$ cat src/rtl/lfu_pkg.sv
package lfu_pkg;

	localparam int ENTRIES_DEF     = 16;
	localparam int COUNT_WIDTH_DEF = 16;
	localparam int DATA_W          = 32;
	localparam int CAP_W           = 5;
	// touch stamp, orders entries by last access
	localparam int STAMP_W         = 48;

	localparam logic [CAP_W-1:0]         CAP_RESET  = CAP_W'(16);
	localparam logic signed [DATA_W-1:0] MISS_VALUE = -DATA_W'(1);

	localparam logic MODE_GET = 1'b0;
	localparam logic MODE_PUT = 1'b1;

	typedef struct packed {
		logic                     mode;
		logic signed [DATA_W-1:0] key;
		logic signed [DATA_W-1:0] value;
	} req_t;

	typedef struct packed {
		logic                     found;
		logic signed [DATA_W-1:0] read_value;
		logic                     evicted;
		logic signed [DATA_W-1:0] evicted_key;
	} rsp_t;

	typedef enum logic [1:0] {
		ST_IDLE,
		ST_SCAN,
		ST_FLUSH,
		ST_COMMIT
	} ctl_state_t;

	typedef struct packed {
		logic load_req;
		logic issue;
		logic commit;
	} ctl_cmd_t;

	typedef struct packed {
		logic last_issue;
		logic out_free;
	} dp_sts_t;

endpackage

$ cat src/rtl/lfu_ctrl.sv
module lfu_ctrl import lfu_pkg::*; (
	input  logic     clk,
	input  logic     arst_n,
	input  logic     in_valid,
	output logic     in_ready,
	input  dp_sts_t  sts,
	output ctl_cmd_t cmd
);

	ctl_state_t state_q, state_d;

	always_ff @(posedge clk or negedge arst_n) begin
		if (!arst_n) begin
			state_q <= ST_IDLE;
		end else begin
			state_q <= state_d;
		end
	end

	always_comb begin
		state_d  = state_q;
		cmd      = '0;
		in_ready = 1'b0;
		unique case (state_q)
			ST_IDLE: begin
				in_ready = 1'b1;
				if (in_valid) begin
					cmd.load_req = 1'b1;
					state_d      = ST_SCAN;
				end
			end
			ST_SCAN: begin
				cmd.issue = 1'b1;
				if (sts.last_issue) begin
					state_d = ST_FLUSH;
				end
			end
			ST_FLUSH: begin
				state_d = ST_COMMIT;
			end
			ST_COMMIT: begin
				// hold until the result register can take the word
				if (sts.out_free) begin
					cmd.commit = 1'b1;
					state_d    = ST_IDLE;
				end
			end
			default: begin
				state_d = ST_IDLE;
			end
		endcase
	end

endmodule

$ cat src/rtl/lfu_datapath.sv
module lfu_datapath import lfu_pkg::*; #(
	parameter int ENTRIES     = ENTRIES_DEF,
	parameter int COUNT_WIDTH = COUNT_WIDTH_DEF
) (
	input  logic             clk,
	input  logic             arst_n,
	input  logic             cfg_wr_en,
	input  logic [CAP_W-1:0] cfg_wr_data,
	input  req_t             in_word,
	input  ctl_cmd_t         cmd,
	output dp_sts_t          sts,
	output logic             out_valid,
	input  logic             out_ready,
	output rsp_t             out_word
);

	localparam int IDX_W  = (ENTRIES > 1) ? $clog2(ENTRIES) : 1;
	localparam int FILL_W = $clog2(ENTRIES + 1);
	localparam int CMP_W  = (FILL_W > CAP_W) ? FILL_W : CAP_W;
	localparam int META_W = COUNT_WIDTH + STAMP_W;

	logic [CAP_W-1:0]   capacity_q;
	req_t               req_q;
	logic [IDX_W-1:0]   scan_idx_q;
	logic [ENTRIES-1:0] valid_q;
	logic [FILL_W-1:0]  fill_q;
	logic [STAMP_W-1:0] stamp_q;

	logic [DATA_W-1:0] key_mem  [ENTRIES];
	logic [DATA_W-1:0] data_mem [ENTRIES];
	logic [META_W-1:0] meta_mem [ENTRIES];

	logic              rd_vld_s1;
	logic [IDX_W-1:0]  rd_idx_s1;
	logic [DATA_W-1:0] rd_key_s1;
	logic [DATA_W-1:0] rd_data_s1;
	logic [META_W-1:0] rd_meta_s1;

	logic                   hit_found_q;
	logic [IDX_W-1:0]       hit_idx_q;
	logic [DATA_W-1:0]      hit_data_q;
	logic [COUNT_WIDTH-1:0] hit_cnt_q;

	logic                   vic_found_q;
	logic [IDX_W-1:0]       vic_idx_q;
	logic [DATA_W-1:0]      vic_key_q;
	logic [COUNT_WIDTH-1:0] vic_cnt_q;
	logic [STAMP_W-1:0]     vic_stamp_q;

	logic             free_found_q;
	logic [IDX_W-1:0] free_idx_q;

	logic out_valid_q;
	rsp_t res_q;

	logic                   slot_ok;
	logic [COUNT_WIDTH-1:0] rd_cnt;
	logic [STAMP_W-1:0]     rd_stamp;
	logic                   vic_better;

	logic                   is_put, cap_zero, do_touch, new_put, do_evict, use_vic, do_insert;
	logic [CMP_W-1:0]       cap_ext, cap_eff, fill_ext;
	logic [IDX_W-1:0]       ins_idx, wr_addr;
	logic [COUNT_WIDTH-1:0] inc_cnt;
	logic [META_W-1:0]      wr_meta;
	logic                   key_we, data_we, meta_we;
	logic [ENTRIES-1:0]     valid_d;
	rsp_t                   rsp;

	// capacity register
	always_ff @(posedge clk or negedge arst_n) begin
		if (!arst_n) begin
			capacity_q <= CAP_RESET;
		end else if (cfg_wr_en) begin
			capacity_q <= cfg_wr_data;
		end
	end

	always_ff @(posedge clk) begin
		if (cmd.load_req) begin
			req_q <= in_word;
		end
	end

	always_ff @(posedge clk or negedge arst_n) begin
		if (!arst_n) begin
			scan_idx_q <= '0;
			rd_vld_s1  <= 1'b0;
		end else begin
			rd_vld_s1 <= cmd.issue;
			if (cmd.load_req) begin
				scan_idx_q <= '0;
			end else if (cmd.issue) begin
				scan_idx_q <= scan_idx_q + IDX_W'(1);
			end
		end
	end

	assign sts.last_issue = (scan_idx_q == IDX_W'(ENTRIES - 1));
	assign sts.out_free   = !out_valid_q || out_ready;

	// table memories, registered read one slot per cycle
	always_ff @(posedge clk) begin
		if (cmd.issue) begin
			rd_idx_s1  <= scan_idx_q;
			rd_key_s1  <= key_mem[scan_idx_q];
			rd_data_s1 <= data_mem[scan_idx_q];
			rd_meta_s1 <= meta_mem[scan_idx_q];
		end
	end

	always_ff @(posedge clk) begin
		if (key_we) begin
			key_mem[wr_addr] <= req_q.key;
		end
		if (data_we) begin
			data_mem[wr_addr] <= req_q.value;
		end
		if (meta_we) begin
			meta_mem[wr_addr] <= wr_meta;
		end
	end

	assign slot_ok    = valid_q[rd_idx_s1];
	assign rd_cnt     = rd_meta_s1[META_W-1:STAMP_W];
	assign rd_stamp   = rd_meta_s1[STAMP_W-1:0];
	assign vic_better = !vic_found_q || (rd_cnt < vic_cnt_q) ||
		((rd_cnt == vic_cnt_q) && (rd_stamp < vic_stamp_q));

	// scan results: first match, lowest count then oldest, first free slot
	always_ff @(posedge clk or negedge arst_n) begin
		if (!arst_n) begin
			hit_found_q  <= 1'b0;
			vic_found_q  <= 1'b0;
			free_found_q <= 1'b0;
		end else if (cmd.load_req) begin
			hit_found_q  <= 1'b0;
			vic_found_q  <= 1'b0;
			free_found_q <= 1'b0;
		end else if (rd_vld_s1) begin
			if (slot_ok && !hit_found_q && (rd_key_s1 == req_q.key)) begin
				hit_found_q <= 1'b1;
			end
			if (slot_ok && vic_better) begin
				vic_found_q <= 1'b1;
			end
			if (!slot_ok) begin
				free_found_q <= 1'b1;
			end
		end
	end

	always_ff @(posedge clk) begin
		if (rd_vld_s1) begin
			if (slot_ok && !hit_found_q && (rd_key_s1 == req_q.key)) begin
				hit_idx_q  <= rd_idx_s1;
				hit_data_q <= rd_data_s1;
				hit_cnt_q  <= rd_cnt;
			end
			if (slot_ok && vic_better) begin
				vic_idx_q   <= rd_idx_s1;
				vic_key_q   <= rd_key_s1;
				vic_cnt_q   <= rd_cnt;
				vic_stamp_q <= rd_stamp;
			end
			if (!slot_ok && !free_found_q) begin
				free_idx_q <= rd_idx_s1;
			end
		end
	end

	// commit decisions
	always_comb begin
		is_put    = (req_q.mode == MODE_PUT);
		cap_zero  = (capacity_q == '0);
		cap_ext   = CMP_W'(capacity_q);
		cap_eff   = (cap_ext > CMP_W'(ENTRIES)) ? CMP_W'(ENTRIES) : cap_ext;
		fill_ext  = CMP_W'(fill_q);
		do_touch  = hit_found_q && (!is_put || !cap_zero);
		new_put   = is_put && !cap_zero && !hit_found_q;
		do_evict  = new_put && (fill_ext >= cap_eff) && vic_found_q;
		use_vic   = do_evict && (!free_found_q || (vic_idx_q < free_idx_q));
		do_insert = new_put && (use_vic || free_found_q);
		ins_idx   = use_vic ? vic_idx_q : free_idx_q;
		wr_addr   = do_touch ? hit_idx_q : ins_idx;
		inc_cnt   = (hit_cnt_q == '1) ? hit_cnt_q : hit_cnt_q + COUNT_WIDTH'(1);
		wr_meta   = do_touch ? {inc_cnt, stamp_q} : {COUNT_WIDTH'(1), stamp_q};
		key_we    = cmd.commit && do_insert;
		data_we   = cmd.commit && (do_insert || (do_touch && is_put));
		meta_we   = cmd.commit && (do_touch || do_insert);

		// slot occupancy after this commit; an insert into the victim slot keeps it live
		valid_d = valid_q;
		if (cmd.commit && do_evict) begin
			valid_d[vic_idx_q] = 1'b0;
		end
		if (cmd.commit && do_insert) begin
			valid_d[ins_idx] = 1'b1;
		end

		rsp.found       = hit_found_q;
		rsp.read_value  = is_put ? '0 : (hit_found_q ? hit_data_q : MISS_VALUE);
		rsp.evicted     = do_evict;
		rsp.evicted_key = do_evict ? vic_key_q : '0;
	end

	always_ff @(posedge clk or negedge arst_n) begin
		if (!arst_n) begin
			valid_q <= '0;
			fill_q  <= '0;
			stamp_q <= '0;
		end else begin
			valid_q <= valid_d;
			if (meta_we) begin
				stamp_q <= stamp_q + STAMP_W'(1);
			end
			if (cmd.commit && do_insert && !do_evict) begin
				fill_q <= fill_q + FILL_W'(1);
			end
		end
	end

	// result register
	always_ff @(posedge clk or negedge arst_n) begin
		if (!arst_n) begin
			out_valid_q <= 1'b0;
		end else if (cmd.commit) begin
			out_valid_q <= 1'b1;
		end else if (out_ready) begin
			out_valid_q <= 1'b0;
		end
	end

	always_ff @(posedge clk) begin
		if (cmd.commit) begin
			res_q <= rsp;
		end
	end

	assign out_valid = out_valid_q;
	assign out_word  = res_q;

`ifndef SYNTHESIS
	a_fill_matches_valid: assert property (@(posedge clk) disable iff (!arst_n)
		$countones(valid_q) == int'(fill_q))
		else $error("fill count differs from number of valid slots");

	a_fill_bound: assert property (@(posedge clk) disable iff (!arst_n)
		int'(fill_q) <= ENTRIES)
		else $error("fill count above table size");

	a_commit_free: assert property (@(posedge clk) disable iff (!arst_n)
		cmd.commit |-> (!out_valid_q || out_ready))
		else $error("commit while result register is occupied");

	a_insert_slot_free: assert property (@(posedge clk) disable iff (!arst_n)
		(cmd.commit && do_insert) |-> (!valid_q[ins_idx] || use_vic))
		else $error("insert over a live slot");

	a_evict_full: assert property (@(posedge clk) disable iff (!arst_n)
		(cmd.commit && do_evict) |=> $past(fill_q) == fill_q)
		else $error("evict and insert changed the fill");
`endif

endmodule

$ cat src/rtl/lfu_cache_table_unit.sv
// lfu key/value table with lru tie break
// one request word at a time: a new word is taken only after the previous one has
// committed its result; the scan reads one slot per cycle from the single read port
// of the key, data and count/stamp memories
// reset (arst_n low, async): table empty, capacity 16, result register empty;
// no clearing pass, so input is taken right after reset
module lfu_cache_table_unit import lfu_pkg::*; #(
	parameter int ENTRIES     = ENTRIES_DEF,
	parameter int COUNT_WIDTH = COUNT_WIDTH_DEF
) (
	input  logic             clk,
	input  logic             arst_n,
	// capacity register write
	input  logic             cfg_wr_en,
	input  logic [CAP_W-1:0] cfg_wr_data,
	// request words
	input  logic             in_valid,
	output logic             in_ready,
	input  req_t             in_word,
	// result words
	output logic             out_valid,
	input  logic             out_ready,
	output rsp_t             out_word
);

	// controller to datapath commands and status
	ctl_cmd_t cmd;
	dp_sts_t  sts;

	// sequencer: idle -> scan every slot -> flush read stage -> commit
	lfu_ctrl u_ctrl (
		.clk      (clk),
		.arst_n   (arst_n),
		.in_valid (in_valid),
		.in_ready (in_ready),
		.sts      (sts),
		.cmd      (cmd)
	);

	// table memories, scan comparators, update logic and result register;
	// recency kept as a per-slot touch stamp, the oldest stamp loses a count tie
	lfu_datapath #(
		.ENTRIES     (ENTRIES),
		.COUNT_WIDTH (COUNT_WIDTH)
	) u_dp (
		.clk         (clk),
		.arst_n      (arst_n),
		.cfg_wr_en   (cfg_wr_en),
		.cfg_wr_data (cfg_wr_data),
		.in_word     (in_word),
		.cmd         (cmd),
		.sts         (sts),
		.out_valid   (out_valid),
		.out_ready   (out_ready),
		.out_word    (out_word)
	);

endmodule

$ cat config.mk
export PLATFORM = sky130hd
export DESIGN_NAME = lfu_cache_table_unit
export DESIGN_NICKNAME = d
export VERILOG_FILES = /design/src/rtl/lfu_pkg.sv /design/src/rtl/lfu_ctrl.sv /design/src/rtl/lfu_datapath.sv /design/src/rtl/lfu_cache_table_unit.sv
export SDC_FILE = /design/constraint.sdc
export NUM_CORES = 2
export LEC_CHECK = 0
export BUFFER_PORTS_ARGS = -buffer_cell sky130_fd_sc_hd__buf_2
export CAP_MARGIN = 20
export CELL_PAD_IN_SITES_DETAIL_PLACEMENT = 0
export CELL_PAD_IN_SITES_GLOBAL_PLACEMENT = 1
export CORE_ASPECT_RATIO = 0.75
export CORE_MARGIN = 3
export CORE_UTILIZATION = 50
export DETAILED_ROUTE_END_ITERATION = 12
export GPL_TIMING_DRIVEN = 1
export PLACE_DENSITY = 0.78
export SYNTH_ARGS = -nofsm -noshare
export SYNTH_HDL_FRONTEND = slang
export SYNTH_HIERARCHICAL = 1
export SYNTH_SLANG_ARGS = --single-unit
$ cat constraint.sdc
create_clock -name clk -period 16.9 [get_ports clk]
set_input_delay 2.535 -clock clk [delete_from_list [all_inputs] [get_ports clk]]
set_output_delay 2.535 -clock clk [all_outputs]
set_load 0.05 [all_outputs]
# Word level (Yosys, flattened, before mapping)
# Memories as Yosys holds them, arrays and structs flattened. A register that Yosys moved wholly into a read port is not among the register bits.
# Cells that the tools add are included.
totals:
  register_bits: 376
  ram_bits: 2048
  inputBits: 75
  out_inout_bits: 68
  n_memories: 3
classes:
  addsub: 4
  n_lt_le_gt_ge: 10
  eq_ne: 11
  n_mux: 43
  bitwise: 3
  reduce_logical: 50
memory_table:
  columns: ["memory", "words", "width", "read_ports", "rd_clocked_by_memory_dff", "wr", "line", "text"]
  rows:
  - ["u_dp.meta_mem", 16, 64, 1, 1, 1, "lfu_datapath.sv:31", "logic [META_W-1:0] meta_mem [ENTRIES];"]
  - ["u_dp.data_mem", 16, 32, 1, 1, 1, "lfu_datapath.sv:30", "logic [DATA_W-1:0] data_mem [ENTRIES];"]
  - ["u_dp.key_mem", 16, 32, 1, 1, 1, "lfu_datapath.sv:29", "logic [DATA_W-1:0] key_mem [ENTRIES];"]
ops:
  columns: ["cell", "n"]
  rows:
  - ["64-bit 2-to-1 mux", 1]
  - ["48-bit by 1-bit adder with 48-bit output, second input constant", 1]
  - ["48-bit < comparator", 1]
  - ["16-bit 2-to-1 mux", 3]
  - ["32-bit equality test", 1]
  - ["32-bit 2-to-1 mux", 1]
  - ["1-bit 2-to-1 mux", 26]
  - ["1-bit logical AND", 20]
  - ["16-bit by 1-bit adder with 16-bit output, second input constant", 1]
  - ["16-bit bitwise AND", 1]
  - ["16-bit equality test", 1]
  - ["16-bit equality test, second input constant", 1]
  - ["16-bit < comparator", 1]
  - ["4-bit 2-to-1 mux", 4]
  - ["16-bit inverter", 1]
  - ["16-bit bitwise OR", 1]
  - ["4-bit by 5-bit < comparator with 1-bit output, second input constant", 3]
  - ["2-bit AND reduction", 6]
  - ["2-bit nonzero test", 5]
  - ["1-bit demux with 4-bit select", 2]
  - ["4-bit by 1-bit greater-or-equal comparator with 1-bit output, second input constant", 2]
  - ["1-bit zero test", 8]
  - ["1-bit logical OR", 8]
  - ["2-bit inequality test, second input constant", 4]
  - ["other kinds (15)", 18]

# Longest topological paths before layout
logic_depth:
  ltp_word: 14
  depth_mapped: 11
  mapped_depth_nobuf: 10

# Hierarchy
# The synthesis kept the hierarchy.
modules_own_cells:
  columns: ["mod", "n_inst", "cells_per_inst", "area_per_inst_um2", "seq_area_each_um2"]
  rows:
  - ["lfu_datapath", 1, 4196, 97120.6, 76159.3]
  - ["lfu_ctrl", 1, 17, 168.9, 50.0]

# Worst setup path before layout
# Ideal clock, no wire load.
synth_timing:
  path_kind: "input to register"
  start: "in out_ready"
  end: "mem u_dp/meta_mem[4][0] in the netlist's numbering (enable)"
  arrival_time_ps: 11980
  required_time_ps: 16256
  setup_slack_ps: 4276
  stages: 8
  cell_sequence: "nand2b_1 and2_1 inv_1 or3_1 clkbuf_1 o22ai_4 o311ai_4 nor4_1"
synth_lines:
  columns: ["element", "line", "text"]
  rows:
  - ["from (decl)", "lfu_cache_table_unit.sv:22", "input logic out_ready,"]
  - ["to (decl)", "lfu_datapath.sv:31", null]

==> impl_metrics.toml <==
[synthesis]
yosys_warnings = 6
syn_avg_cell_area_um2 = 23.1
yosys-top-cells-area = "edfxtp_1, mux4_2, dfrtp_1"
ys_seq_area_share_pct = 78.3
synthesis.nets = 4367
synth_flop_cell = "edfxtp_1"
synth_top_area_share_pct = 76.1
ys_async_sr_fraction_pct = 3.33
ys_seq_elements = 2552
synth_area_um2 = 97300
synth-edff-count = 2467
synth_most_common_cell = "edfxtp_1"
netlist_instances = 4213
yosysUniqueCellTypes = 74
synth_area_leader_cell = "edfxtp_1"
synth_commonest_cells = "edfxtp_1, mux4_2, inv_1"

[routing]
num_vias = 44100
ant_nets = 0
routed_wl_um = 206000
routed_via_density = 6.11
drt_iter0_drc = 5405
wl_per_cell_um = 28.6
firstDrtPassIters = 6
drc = 0

[global_routing]
grt-ovfl-total = 0
grt_pass1_wl_um = 308000
grt_pass1_vias = 44800
grt_usage_pct = 20.8
antenna_found_initial = 3
grt_max_degree = 140

[clock_tree]
cts_resized = 0
clock_latency_ps = 880
cts_tree = "built"
cts_setup_buffers = 0
cts.sinks = 2552
cts_root_buf = "clkbuf_16"
clk_pin_slew_worst_paths_ps = 60
postCtsHoldBufs = 0
cts_buffers = 221
clock_path_buffers = 3
cts_max_level = 4

[power]
p_per_area_nw_per_um2 = 148
ir_worst_vdd_uv = 110
p_leak_nw = 34.5

[placed_design]
dpl_cell_area_um2 = 102000
io_buffers = 142
dpl.hpwl_um = 113000
globalplace.congestion = 0.789
post-place-ws_ps = 10030
dp_cells = 6809

[timing]
setup_viol = 0
post-route-period-util_pct = 35.4
relSlewSlack_pct = 16.5
finalSetupTns_ps = 0
max_freq_mhz = 167
worst_slack_ps = 10910
fin_crit_ps = 5990
worstMarginPinSlew_ps = 1250
maxSlewViolCount = 0
hold_viol_final = 0
final.setup_skew_ps = 84.1
whs_ps = 386
rsz0062_at_grt = "no"

[die]
die_w_um = 515
coreArea_um2 = 192000
io_pins = 143
initial_utilization_pct = 50.6
die-area_um2 = 200000
die_h_um = 388
std_cell_rows = 139

[setup_path]
cp-end-kind = "register"
crit_required_ps = 17370
crit_arrival_ps = 6450
critPathMaxFanout = 41
start_kind = "input port"
path_class = "input port to register"

[min_path]
hold_class = "register to register"

[cells_and_area]
stdcell_count = 7223
syn_to_final_growth_pct = 12.2
nets = 4655
drive_above_1_share_pct = 28.2
nFillCells = 13600
finalInstanceArea_um2 = 109000

[job]
drv_cap = 0

[outcome]
outcome = "completed"
==> report_power, final <==
group	total, mW	internal, mW	switching [mW]
Combinational	3.22	1.48	1.74
Clock	5.03	2.76	2.27
Sequential	7.91	7.54	0.365
==> cells in the final DEF, fill, tap and decap left out, types with 49 or more instances in the layout <==
cell type / n
inv_1: 116
clkbuf_16: 222
dfrtp_1: 79
xnor2_1: 51
nand4_1: 53
ha_1: 78
buf_4: 103
edfxtp_1: 2467
mux4_2: 645
a21oi_1: 56
buf_2: 141
nand3_1: 49
==> logic make-up (layout without fill, tap and decap cells) <==
group	count (synthesis)	in the layout	synth area share [%]
buffers and inverters	304	775	1.30
DFF	2552	2552	78.3
xor gates and xnor gates	96	96	0.864
muxes	655	655	15.0
and+or+nand+nor	364	364	2.25
other	0	1	0
adders and majority gates	79	79	1.02
AOI/OAI and AO/OA	163	163	1.19
==> stage by stage <==
step / util, % / total power, mW
3_3_place_gp: 52.9 / 11.2
4_1_cts: 56.7 / 16.3
6_report: 56.7 / 16.2
5_1_grt: 56.7 / 16.8
2_1_floorplan: - / 10.1
3_5_place_dp: 52.9 / 11.3
==> per-layer routing <==
layer  GRT usage (%)  vias up  routed length [um]
met5               0        -                   0
met4            4.47        0                3980
met3            4.20      263               17700
met2            31.0     1892               95400
met1            32.3    23600               89300
li1                -    18400                   -
==> critical path, stage by stage <==
cell and delay, ps:
buf_2 70, nand2b_1 260, and2_4 240, inv_1 130, or3_1 500, o22ai_4 730
nand4_4 420, nor4_4 300, buf_4 460, buf_4 730
==> state kept, by name (all words and copies together) (netlist names), 32 cells and up <==
name,count
u_dp/req_q,64
u_dp/key_mem,512
u_dp/vic_stamp_q,48
u_dp/vic_key_q,32
u_dp/out_word,66
u_dp/hit_data_q,32
u_dp/meta_mem,1024
u_dp/data_mem,512
u_dp/rd_key_s1,32
u_dp/rd_data_s1,32
u_dp/stamp_q,48
u_dp/rd_meta_s1,64
==> area by class of cell <==
type | count | area (um2) | area share [%]
clock inverters | 142 | 1570 | 1.44
clock buffers | 264 | 5710 | 5.24
repair buffers | 252 | 1660 | 1.52
well taps | 2538 | 3180 | 2.91
multi-input cells | 1357 | 20300 | 18.6
inverters | 117 | 440 | 0.404
diodes | 1 | 2.50 | 0.00229
flip-flops and latches | 2552 | 76200 | 69.9
==> worst paths after layout <==
check,startpoint,to,slack (ps),cells after the start
max,out_ready,u_dp/meta_mem[11][53],10910,10
min,u_dp/rd_data_s1[30],u_dp/hit_data_q[30],390,0
max reg2reg,u_dp/rd_meta_s1[7],u_dp/vic_key_q[18],11820,8
min reg2reg,u_dp/rd_data_s1[30],u_dp/hit_data_q[30],390,0
max in group asynchronous,arst_n,u_dp/scan_idx_q[1],14080,2
min in group asynchronous,arst_n,u_dp/stamp_q[42],1700,1
(Power assumes the default switching activity.)
